### src/rtl/core/nca_pkg.sv
// shared types and constants of the nearest-centroid assignment block
package nca_pkg;

	localparam int DIST_WIDTH  = 49;
	localparam int INDEX_WIDTH = 5;
	localparam logic [DIST_WIDTH-1:0] DIST_MAX = {DIST_WIDTH{1'b1}};

	typedef enum logic [1:0] {
		REQ_CLEAR    = 2'd0,
		REQ_APPEND   = 2'd1,
		REQ_CLASSIFY = 2'd2,
		REQ_NONE     = 2'd3
	} nca_req_t;

	typedef enum logic [1:0] {
		ST_IDLE,
		ST_SCAN,
		ST_DRAIN
	} nca_state_t;

	// scan position markers that travel with each centroid through the pipeline
	typedef struct packed {
		logic first;
		logic last;
	} nca_flags_t;

endpackage

### src/rtl/core/nearest_centroid_assign.sv
// top level of the nearest-centroid assignment block with its scan sequencer
//
// k-means assignment step in 2-D. Each transfer on the command side (start
// high while busy is low) carries a request: clear empties the centroid
// table, append stores one centroid (flagged append_dropped once the table
// holds MAX_CENTROIDS), classify finds the loaded centroid with the least
// squared distance to the point, lowest index first on ties. Clear and the
// unused request code give no result. Append and classify give exactly one
// result, shown for a single cycle with done high; the receiver cannot hold
// it off, so it must take every strobe. Clear and append leave busy low and
// the next command may follow in the next cycle; the append result comes in
// the cycle after its transfer. A classify on an empty table answers in the
// cycle after its transfer with no_centroid and zero fields. A classify on a
// non-empty table keeps busy high until its scan is done and shows its result in the
// first cycle with busy low: the centroid memory has one read port and
// one distance pipeline (difference, square, sum) serves every entry, one
// entry per cycle, followed by one compare stage. Coordinates are signed
// two's complement with 8 fraction bits; min_distance carries 16 fraction
// bits and saturates at its all-ones value.
module nearest_centroid_assign
	import nca_pkg::*;
#(
	parameter int MAX_CENTROIDS = 32,
	parameter int COORD_WIDTH   = 24
) (
	input  logic                         clk,
	input  logic                         arst_n,
	input  logic                         start,
	output logic                         busy,
	input  logic [1:0]                   req_type,
	input  logic signed [COORD_WIDTH-1:0] coord_x,
	input  logic signed [COORD_WIDTH-1:0] coord_y,
	output logic                         done,
	output logic [INDEX_WIDTH-1:0]       nearest_index,
	output logic signed [COORD_WIDTH-1:0] nearest_x,
	output logic signed [COORD_WIDTH-1:0] nearest_y,
	output logic signed [COORD_WIDTH-1:0] point_x,
	output logic signed [COORD_WIDTH-1:0] point_y,
	output logic [DIST_WIDTH-1:0]        min_distance,
	output logic                         no_centroid,
	output logic                         append_dropped
);

	localparam int CW   = COORD_WIDTH;
	localparam int AW   = (MAX_CENTROIDS > 1) ? $clog2(MAX_CENTROIDS) : 1;
	localparam int CNTW = $clog2(MAX_CENTROIDS + 1);

	// sequencer
	nca_state_t state_q, state_d;
	logic       accept;
	logic       issue;
	logic       issue_last;
	logic       tbl_full;
	logic       tbl_empty;

	// table bookkeeping and the held point
	logic [CNTW-1:0]        count_q;
	logic [AW-1:0]          scan_q;
	logic signed [CW-1:0]   px_q, py_q;

	// read stage, aligned with the memory's registered data
	logic                   rd_vld_s1;
	nca_flags_t             rd_flags_s1;
	logic [AW-1:0]          rd_idx_s1;
	logic [2*CW-1:0]        rd_data;

	// distance pipeline outputs
	logic                   d_vld;
	nca_flags_t             d_flags;
	logic [AW-1:0]          d_idx;
	logic signed [CW-1:0]   d_cx, d_cy;
	logic [DIST_WIDTH-1:0]  d_dist;

	// running minimum
	logic                   take;
	logic [DIST_WIDTH-1:0]  best_d_q;
	logic [AW-1:0]          best_idx_q;
	logic signed [CW-1:0]   best_x_q, best_y_q;

	assign accept     = start && (state_q == ST_IDLE);
	assign busy       = (state_q != ST_IDLE);
	assign tbl_full   = (count_q == CNTW'(MAX_CENTROIDS));
	assign tbl_empty  = (count_q == '0);
	assign issue      = (state_q == ST_SCAN);
	assign issue_last = (CNTW'(scan_q) + CNTW'(1)) == count_q;

	// strict compare keeps the earliest entry on ties
	assign take = d_flags.first || (d_dist < best_d_q);

	always_ff @(posedge clk or negedge arst_n) begin
		if (!arst_n) begin
			state_q <= ST_IDLE;
		end else begin
			state_q <= state_d;
		end
	end

	always_comb begin
		state_d = state_q;
		case (state_q)
			ST_IDLE: begin
				if (accept && (nca_req_t'(req_type) == REQ_CLASSIFY) && !tbl_empty) begin
					state_d = ST_SCAN;
				end
			end
			ST_SCAN: begin
				if (issue_last) begin
					state_d = ST_DRAIN;
				end
			end
			ST_DRAIN: begin
				if (d_vld && d_flags.last) begin
					state_d = ST_IDLE;
				end
			end
			default: begin
				state_d = ST_IDLE;
			end
		endcase
	end

	// table count, scan address and read-stage control
	always_ff @(posedge clk or negedge arst_n) begin
		if (!arst_n) begin
			count_q   <= '0;
			scan_q    <= '0;
			rd_vld_s1 <= 1'b0;
		end else begin
			rd_vld_s1 <= issue;
			if (accept) begin
				case (nca_req_t'(req_type))
					REQ_CLEAR: begin
						count_q <= '0;
					end
					REQ_APPEND: begin
						if (!tbl_full) begin
							count_q <= count_q + CNTW'(1);
						end
					end
					default: begin
					end
				endcase
				scan_q <= '0;
			end else if (issue) begin
				scan_q <= scan_q + AW'(1);
			end
		end
	end

	always_ff @(posedge clk) begin
		if (accept) begin
			px_q <= coord_x;
			py_q <= coord_y;
		end
		rd_flags_s1.first <= (scan_q == '0);
		rd_flags_s1.last  <= issue_last;
		rd_idx_s1         <= scan_q;
	end

	nca_cstore #(
		.DEPTH (MAX_CENTROIDS),
		.WIDTH (2 * CW)
	) u_cstore (
		.clk     (clk),
		.wr_en   (accept && (nca_req_t'(req_type) == REQ_APPEND) && !tbl_full),
		.wr_addr (count_q[AW-1:0]),
		.wr_data ({coord_x, coord_y}),
		.rd_en   (issue),
		.rd_addr (scan_q),
		.rd_data (rd_data)
	);

	nca_dist #(
		.CW (CW),
		.IW (AW)
	) u_dist (
		.clk       (clk),
		.arst_n    (arst_n),
		.in_vld    (rd_vld_s1),
		.in_flags  (rd_flags_s1),
		.in_idx    (rd_idx_s1),
		.px        (px_q),
		.py        (py_q),
		.cx        (rd_data[2*CW-1:CW]),
		.cy        (rd_data[CW-1:0]),
		.out_vld   (d_vld),
		.out_flags (d_flags),
		.out_idx   (d_idx),
		.out_cx    (d_cx),
		.out_cy    (d_cy),
		.out_dist  (d_dist)
	);

	// running minimum over the scan
	always_ff @(posedge clk) begin
		if (d_vld && take) begin
			best_d_q   <= d_dist;
			best_idx_q <= d_idx;
			best_x_q   <= d_cx;
			best_y_q   <= d_cy;
		end
	end

	// result strobe
	always_ff @(posedge clk or negedge arst_n) begin
		if (!arst_n) begin
			done <= 1'b0;
		end else begin
			done <= (accept && ((nca_req_t'(req_type) == REQ_APPEND)
				|| ((nca_req_t'(req_type) == REQ_CLASSIFY) && tbl_empty)))
				|| (d_vld && d_flags.last);
		end
	end

	// result payload; append and empty-table answers carry zero fields
	always_ff @(posedge clk) begin
		if (d_vld && d_flags.last) begin
			nearest_index  <= take ? INDEX_WIDTH'(d_idx) : INDEX_WIDTH'(best_idx_q);
			nearest_x      <= take ? d_cx : best_x_q;
			nearest_y      <= take ? d_cy : best_y_q;
			min_distance   <= take ? d_dist : best_d_q;
			point_x        <= px_q;
			point_y        <= py_q;
			no_centroid    <= 1'b0;
			append_dropped <= 1'b0;
		end else if (accept) begin
			nearest_index  <= '0;
			nearest_x      <= '0;
			nearest_y      <= '0;
			min_distance   <= '0;
			point_x        <= '0;
			point_y        <= '0;
			no_centroid    <= (nca_req_t'(req_type) == REQ_CLASSIFY) && tbl_empty;
			append_dropped <= (nca_req_t'(req_type) == REQ_APPEND) && tbl_full;
		end
	end

	// every result strobe, a finished scan included, finds the block ready
	a_done_not_busy: assert property (@(posedge clk) disable iff (!arst_n)
		done |-> !busy)
		else $error("result strobe while busy");

	// the table never holds more entries than it has room for
	a_count_bound: assert property (@(posedge clk) disable iff (!arst_n)
		count_q <= CNTW'(MAX_CENTROIDS))
		else $error("centroid count beyond table depth");

	// distance results only arrive during a classify
	a_dist_in_scan: assert property (@(posedge clk) disable iff (!arst_n)
		d_vld |-> busy)
		else $error("distance result outside a scan");

	// the two flags describe different requests
	a_flags_excl: assert property (@(posedge clk) disable iff (!arst_n)
		done |-> !(no_centroid && append_dropped))
		else $error("both result flags set");

endmodule

### src/rtl/core/nca_cstore.sv
// centroid memory, one write port and one registered read port
module nca_cstore
	import nca_pkg::*;
#(
	parameter int DEPTH = 32,
	parameter int WIDTH = 48,
	localparam int AW = (DEPTH > 1) ? $clog2(DEPTH) : 1
) (
	input  logic             clk,
	input  logic             wr_en,
	input  logic [AW-1:0]    wr_addr,
	input  logic [WIDTH-1:0] wr_data,
	input  logic             rd_en,
	input  logic [AW-1:0]    rd_addr,
	output logic [WIDTH-1:0] rd_data
);

	logic [WIDTH-1:0] mem_q [DEPTH];

	always_ff @(posedge clk) begin
		if (wr_en) begin
			mem_q[wr_addr] <= wr_data;
		end
	end

	always_ff @(posedge clk) begin
		if (rd_en) begin
			rd_data <= mem_q[rd_addr];
		end
	end

endmodule

### src/rtl/core/nca_dist.sv
// shared squared-distance pipeline: difference, square, sum with saturation
module nca_dist
	import nca_pkg::*;
#(
	parameter int CW = 24,
	parameter int IW = 5
) (
	input  logic                  clk,
	input  logic                  arst_n,
	input  logic                  in_vld,
	input  nca_flags_t            in_flags,
	input  logic [IW-1:0]         in_idx,
	input  logic signed [CW-1:0]  px,
	input  logic signed [CW-1:0]  py,
	input  logic signed [CW-1:0]  cx,
	input  logic signed [CW-1:0]  cy,
	output logic                  out_vld,
	output nca_flags_t            out_flags,
	output logic [IW-1:0]         out_idx,
	output logic signed [CW-1:0]  out_cx,
	output logic signed [CW-1:0]  out_cy,
	output logic [DIST_WIDTH-1:0] out_dist
);

	localparam int PW = 2 * (CW + 1);
	localparam int SW = PW + 1;
	localparam int EW = (SW > DIST_WIDTH) ? SW : DIST_WIDTH;

	logic signed [CW:0] dx, dy;
	logic [CW:0]        adx, ady;
	logic [EW-1:0]      sum_ext;

	logic [CW:0]        ax_s1, ay_s1;
	logic [PW-1:0]      sqx_s2, sqy_s2;
	logic [2:0]         vld_q;
	nca_flags_t         flags_s1, flags_s2, flags_s3;
	logic [IW-1:0]      idx_s1, idx_s2, idx_s3;
	logic signed [CW-1:0] cx_s1, cx_s2, cx_s3, cy_s1, cy_s2, cy_s3;
	logic [DIST_WIDTH-1:0] dist_s3;

	assign dx  = {px[CW-1], px} - {cx[CW-1], cx};
	assign dy  = {py[CW-1], py} - {cy[CW-1], cy};
	assign adx = dx[CW] ? (~dx + 1'b1) : dx;
	assign ady = dy[CW] ? (~dy + 1'b1) : dy;
	assign sum_ext = EW'(SW'(sqx_s2) + SW'(sqy_s2));

	always_ff @(posedge clk or negedge arst_n) begin
		if (!arst_n) begin
			vld_q <= '0;
		end else begin
			vld_q <= {vld_q[1:0], in_vld};
		end
	end

	always_ff @(posedge clk) begin
		// stage 1: absolute differences
		ax_s1    <= adx;
		ay_s1    <= ady;
		flags_s1 <= in_flags;
		idx_s1   <= in_idx;
		cx_s1    <= cx;
		cy_s1    <= cy;
		// stage 2: squares
		sqx_s2   <= ax_s1 * ax_s1;
		sqy_s2   <= ay_s1 * ay_s1;
		flags_s2 <= flags_s1;
		idx_s2   <= idx_s1;
		cx_s2    <= cx_s1;
		cy_s2    <= cy_s1;
		// stage 3: sum, clamped to the result width
		dist_s3  <= (sum_ext > EW'(DIST_MAX)) ? DIST_MAX : DIST_WIDTH'(sum_ext);
		flags_s3 <= flags_s2;
		idx_s3   <= idx_s2;
		cx_s3    <= cx_s2;
		cy_s3    <= cy_s2;
	end

	assign out_vld   = vld_q[2];
	assign out_flags = flags_s3;
	assign out_idx   = idx_s3;
	assign out_cx    = cx_s3;
	assign out_cy    = cy_s3;
	assign out_dist  = dist_s3;

endmodule

### config.mk
export PLATFORM = sky130hd
export DESIGN_NAME = nearest_centroid_assign
export DESIGN_NICKNAME = d
export VERILOG_FILES = /design/src/rtl/core/nca_pkg.sv /design/src/rtl/core/nearest_centroid_assign.sv /design/src/rtl/core/nca_cstore.sv /design/src/rtl/core/nca_dist.sv
export SDC_FILE = /design/constraint.sdc
export NUM_CORES = 2
export LEC_CHECK = 0
export ABC_CLOCK_PERIOD_IN_PS = 18340
export BUFFER_PORTS_ARGS = -buffer_cell sky130_fd_sc_hd__buf_2
export CELL_PAD_IN_SITES_DETAIL_PLACEMENT = 1
export CELL_PAD_IN_SITES_GLOBAL_PLACEMENT = 2
export CORE_MARGIN = 2
export CORE_UTILIZATION = 51
export DETAILED_ROUTE_END_ITERATION = 8
export PLACE_DENSITY = 0.9
export REMOVE_ABC_BUFFERS = 1
export SYNTH_ARGS = -nofsm -noshare
export SYNTH_HDL_FRONTEND = slang
export SYNTH_SLANG_ARGS = --single-unit
### constraint.sdc
create_clock -name clk -period 18.34 [get_ports clk]
set_input_delay 3.668 -clock clk [delete_from_list [all_inputs] [get_ports clk]]
set_output_delay 3.668 -clock clk [all_outputs]
set_load 0.005 [all_outputs]
Word-level counts from Yosys, hierarchy flattened. Memories as Yosys holds them, arrays and structs flattened. A register that Yosys moved wholly into a read port is not among the register bits. Cells that the tools add are included.

Register bits after elaboration: 691. Latch bits: 0. Bits in writable memories: 1536. Memory bits (read-only): 0. Output and inout port bits: 154. Logic and storage cells: 120. Memories: 1.

Memory list: u_cstore.mem_q (depth 32, bits a word 48, read ports 1, clocked after Yosys merged registers in 1, write ports 1, RTL line nca_cstore.sv:18) `logic [WIDTH-1:0] mem_q [DEPTH];`.

Add/sub/neg operators: 8. Multiply operators: 2. Divide/modulo/power cells: 0. Order comparisons: 2. Eq/ne operators: 10. Shift-type cells: 0. Mux-type cells: 25. Bitwise logic cells: 2. Reduce and logical (&&, ||, !) cells: 25.

Operators with widths (number): two-way mux 24 bit (9); two-way mux 49 bit (3); multiplier 25 x 25 -> 50 bit (2); adder 50 x 50 -> 51 bit (1); greater-than comparator 51 x 49 -> 1 bit, second input constant (1); adder 25 x 1 -> 25 bit, second input constant (2); inverter 25 bit (2); subtractor 24 x 24 -> 25 bit (2); less-than comparator 49 bit (1); two-way mux 5 bit (5); case mux 6 bit (2 select lines) (1); logical AND 1 bit (10); nonzero test 2 bit (4); adder 5 x 1 -> 6 bit, second input constant (1); adder 6 x 1 -> 6 bit, second input constant (1); equality test 6 bit (1); equality test 6 bit, second input constant (1); logical NOT 6 bit (1); two-way mux 2 bit (3); two-way mux 6 bit (1); case mux 2 bit (3 select lines) (1); AND reduction 3 bit (2); adder 5 x 1 -> 5 bit, second input constant (1); logical NOT 5 bit (1); other kinds (8) (17).

Depth between registers and ports, before layout.
Word-level depth: 6. Gate-level depth with buffers: 29.

By module. A second synthesis with hierarchy kept.

Cell total of the unflattened synthesis: 9719. Area, all modules: 124528.2 µm².

By module, submodules not included: nca_cstore (instances 1, cells an instance 3364, area an instance 61205.0 µm², seq. area each 47565.6 µm²); nca_dist (instances 1, cells an instance 5375, area an instance 49650.1 µm², seq. area each 7322.0 µm²); nearest_centroid_assign (instances 1, cells an instance 980, area an instance 13673.1 µm², seq. area each 9564.2 µm²).

Worst setup path before layout. No wires, ideal clock.

Path kind: input port to flip-flop. From: input start. To: register min_distance[0] (enable). Arrival time: 6.284 ns. Data required time: 17.076 ns. Slack: 10.792 ns. Cell stages on the path: 2. Path buffers: 0. Cell sequence: nand2_1 nand2_1.

Longest elaborated chain between the ends: 2.

RTL lines: from (decl) (RTL line nearest_centroid_assign.sv:28) `input logic start,`; logical AND 1 bit (RTL line nearest_centroid_assign.sv:80) `assign accept = start && (state_q == ST_IDLE);`; nonzero test 2 bit (no line); to (signal assigned) (RTL line nearest_centroid_assign.sv:221) `min_distance <= take ? d_dist : best_d_q;`; to (decl) (RTL line nearest_centroid_assign.sv:39) `output logic [DIST_WIDTH-1:0] min_distance,`.

No other way between the ends. A chain may end at the register's enable or synchronous reset.

Worst setup path in the final report.
From: register u_dist.ax_s1[5]. To: register u_dist.sqx_s2[46].

Longest elaborated chain between the ends: 1.

RTL lines: from (decl) (RTL line nca_dist.sv:33) `logic [CW:0] ax_s1, ay_s1;`; from (signal assigned) (RTL line nca_dist.sv:57) `ax_s1 <= adx;`; multiplier 25 x 25 -> 50 bit (RTL line nca_dist.sv:64) `sqx_s2 <= ax_s1 * ax_s1;`; to (signal assigned) (RTL line nca_dist.sv:64); to (decl) (RTL line nca_dist.sv:34) `logic [PW-1:0] sqx_s2, sqy_s2;`.

No other way between the ends.

==> summary.txt <==
Hold-fix buffers, CTS - 0
row count - 179
drc violations - 0
crit path max fanout - 26
DR WL met3 - 29600 um
Clock Latency Late Sink - 0.93 ns
Hold Violations, Final - 0
htree depth - 4
CP Class - reg -> reg
synth warn - 0
DR WL/cell - 29.9 um
Slew Viols, Final - 0
endpoints failing setup - 0
drt first pass iters - 5
vias in the first global route - 80.9k
filler cell count - 22.8k
commonest non-fill, non-tap cell in the layout - edfxtp_1
Critical Path End Type - flop
Post-synth EDFFs - 1884
wl on met1 - 128000 um
Netlist cell types - 86
final WL - 364000 um
commonest register cell after synthesis - edfxtp_1
DR top layer - met5
GRT Residual Overflow - 0
Post-synth ARST share - 0.792%
fmax - 120 MHz
Starting Density - 51.4%
wire length on met2 - 185000 um
Worst EP required - 19.16 ns
core footprint - 238000 um2
most frequent cells in the layout - edfxtp_1 (1884), inv_1 (1494), fa_1 (934)
Worst slew margin - 10.8%
nature of the critical path startpoint - flop
status - finished clean
clock skew - 0.107 ns
cell family with most CP delay - adder cells
Nets - 10.3k
IO Port Bufs - 206
Die H - 494 um
cts repair resizes - 0
syn_area_per_cell - 14.3 um2
RSZ-0062 raised after global routing - no
post-route minimum period - 8.37 ns
Area Growth Syn to Fin - 10.4%
I/O Pins - 207
largest net degree at the start of global routing - 167
setup TNS - 0 ns
CP arrival - 9.18 ns
Inserted Clock Buffers - 220
die width - 494 um
Worst Hold Class - reg -> reg
post-DP HPWL - 225000 um
Reg2Reg Setup Slack - 9.97 ns
clk root buf - clkbuf_16
vias - 73.1k
Yosys reg bits - 2273
Critical-path top delay cell - dfxtp_1
Post-Syn Instances - 8560
postcts setup bufs - 0
Via density - 6.00
area occupied by multi-input gates - 51400 um2
starting DRC count in detailed routing - 7174
first-pass GRT wire length - 538000 um
Die Area - 244000 um2
ANT nets after route - 0
Critical Path Max Stage Delay - 1.20 ns
Least-Margin Pin Slew - 1.33 ns
RR Startpoint - u_dist.ax_s1[5]$_DFF_P_
MaxCap Viol Count - 0
clock-pin slew on the worst setup and hold paths - 0.07 ns
share of cells above drive strength 1 - 14.4%
Bufs and invs on worst path - 8
Synth Cell Area - 122000 um2
GRT Resource Usage Total - 30.2%
Reg2Reg Depth - 27
gpl congestion - 0.887
register area - 64500 um2
Tcrit/Tclk final - 45.6%
min-delay src - u_dist.cy_s2[12]$_DFF_P_
sequential share of the synthesized area - 52.7%
reg2reg end - u_dist.sqx_s2[46]$_DFF_P_
CTS max path bufs - 3
Hold Path Stages - 0
CTS tree - done
most frequent CP cell - inv_1
Hold EP - u_dist.out_cy[12]$_DFF_P_
antenna violations before repair - 32
# clock sinks - 2273
[cell usage after synthesis (34+ instances only)]
| cell type | instances | area (um2) |
|---|---|---|
| buf_1 | 35 | 131 |
| fa_1 | 934 | 18700 |
| mux2_2 | 52 | 586 |
| dfxtp_1 | 371 | 7430 |
| a21o_1 | 102 | 766 |
| nand2b_1 | 36 | 225 |
| nor3_1 | 34 | 170 |
| inv_1 | 1495 | 5610 |
| o21ai_0 | 130 | 651 |
| nand2_1 | 675 | 2530 |
| xor2_1 | 99 | 867 |
| and3_1 | 68 | 425 |
| nor2b_1 | 37 | 231 |
| ha_1 | 528 | 6610 |
| nand3_1 | 56 | 280 |
| and2_1 | 261 | 1630 |
| clkbuf_1 | 251 | 942 |
| mux2i_1 | 107 | 1070 |
| a21oi_1 | 210 | 1050 |
| xnor2_1 | 142 | 1240 |
| edfxtp_1 | 1884 | 56600 |
| nor2_1 | 213 | 800 |
| mux4_2 | 480 | 10800 |
[stage by stage]
step / hold slack, ns / setup slack, ns / util, % / instance area [um2] / instances
finish: 0.322 / 9.97 / 56.7 / 135000 / 12178
global route: 0.331 / 9.65 / 56.7 / 135000 / 12173
CTS: 0.324 / 10.02 / 56.7 / 135000 / 12170
detailed placement: 0.313 / 10.02 / 53.5 / 127000 / 11750
global placement: 0.311 / 9.94 / 53.5 / 127000 / 11750
floorplan: 0.310 / 1.79 / - / 121000 / 8250
[worst max path at each step]
| stage | end | from | cells after the start | slack (ns) |
|---|---|---|---|---|
| finish | u_dist.sqx_s2[46]$_DFF_P_ | u_dist.ax_s1[5]$_DFF_P_ | 27 | 9.97 |
| global route | u_dist.sqx_s2[46]$_DFF_P_ | u_dist.ax_s1[5]$_DFF_P_ | 27 | 9.65 |
| CTS | u_dist.sqx_s2[46]$_DFF_P_ | u_dist.ax_s1[5]$_DFF_P_ | 27 | 10.02 |
| detailed placement | u_dist.sqx_s2[46]$_DFF_P_ | u_dist.ax_s1[5]$_DFF_P_ | 27 | 10.02 |
| global placement | u_dist.sqx_s2[46]$_DFF_P_ | u_dist.ax_s1[5]$_DFF_P_ | 27 | 9.94 |
| floorplan | scan_q[3]$_DFFE_PN0P_ | scan_q[0]$_DFFE_PN0P_ | 4 | 1.79 |
[flip-flops by register name, indices dropped and copies added, names as in the netlist, 25 cells and up]
signal	count
u_cstore.mem_q	1536
best_d_q	49
min_distance	49
u_dist.out_dist	49
u_dist.sqx_s2	49
u_dist.sqy_s2	49
u_cstore.rd_data	48
u_dist.ax_s1	25
u_dist.ay_s1	25
[final cells by class]
cell class	instances	share of cell area, %
inverter	1496	4.16
tap	3167	2.93
clock inverter	117	1.14
clock buffer	303	4.55
sequential	2273	47.7
timing repair buffer	333	1.50
antenna	8	0.0148
multi-input combinational	4481	38.0
[kinds of logic after synthesis]
family          share of synthesized area, %
simple gates                            5.67
fa+ha+maj                               20.7
flops                                   52.7
mux                                     10.2
xor+xnor                                1.72
compound gates                          3.50
buf+inv                                 5.59
[layer usage]
| metal | vias to the layer above | track usage [%] |
|---|---|---|
| met5 | - | 0 |
| met4 | 24 | 15.2 |
| met3 | 1146 | 5.71 |
| met2 | 3917 | 52.3 |
| met1 | 38090 | 36.2 |
| li1 | 29945 | - |
Power is left out: the tool's default activity adds up to more than one toggle a clock period on the data nets, which glitch-free logic cannot reach.
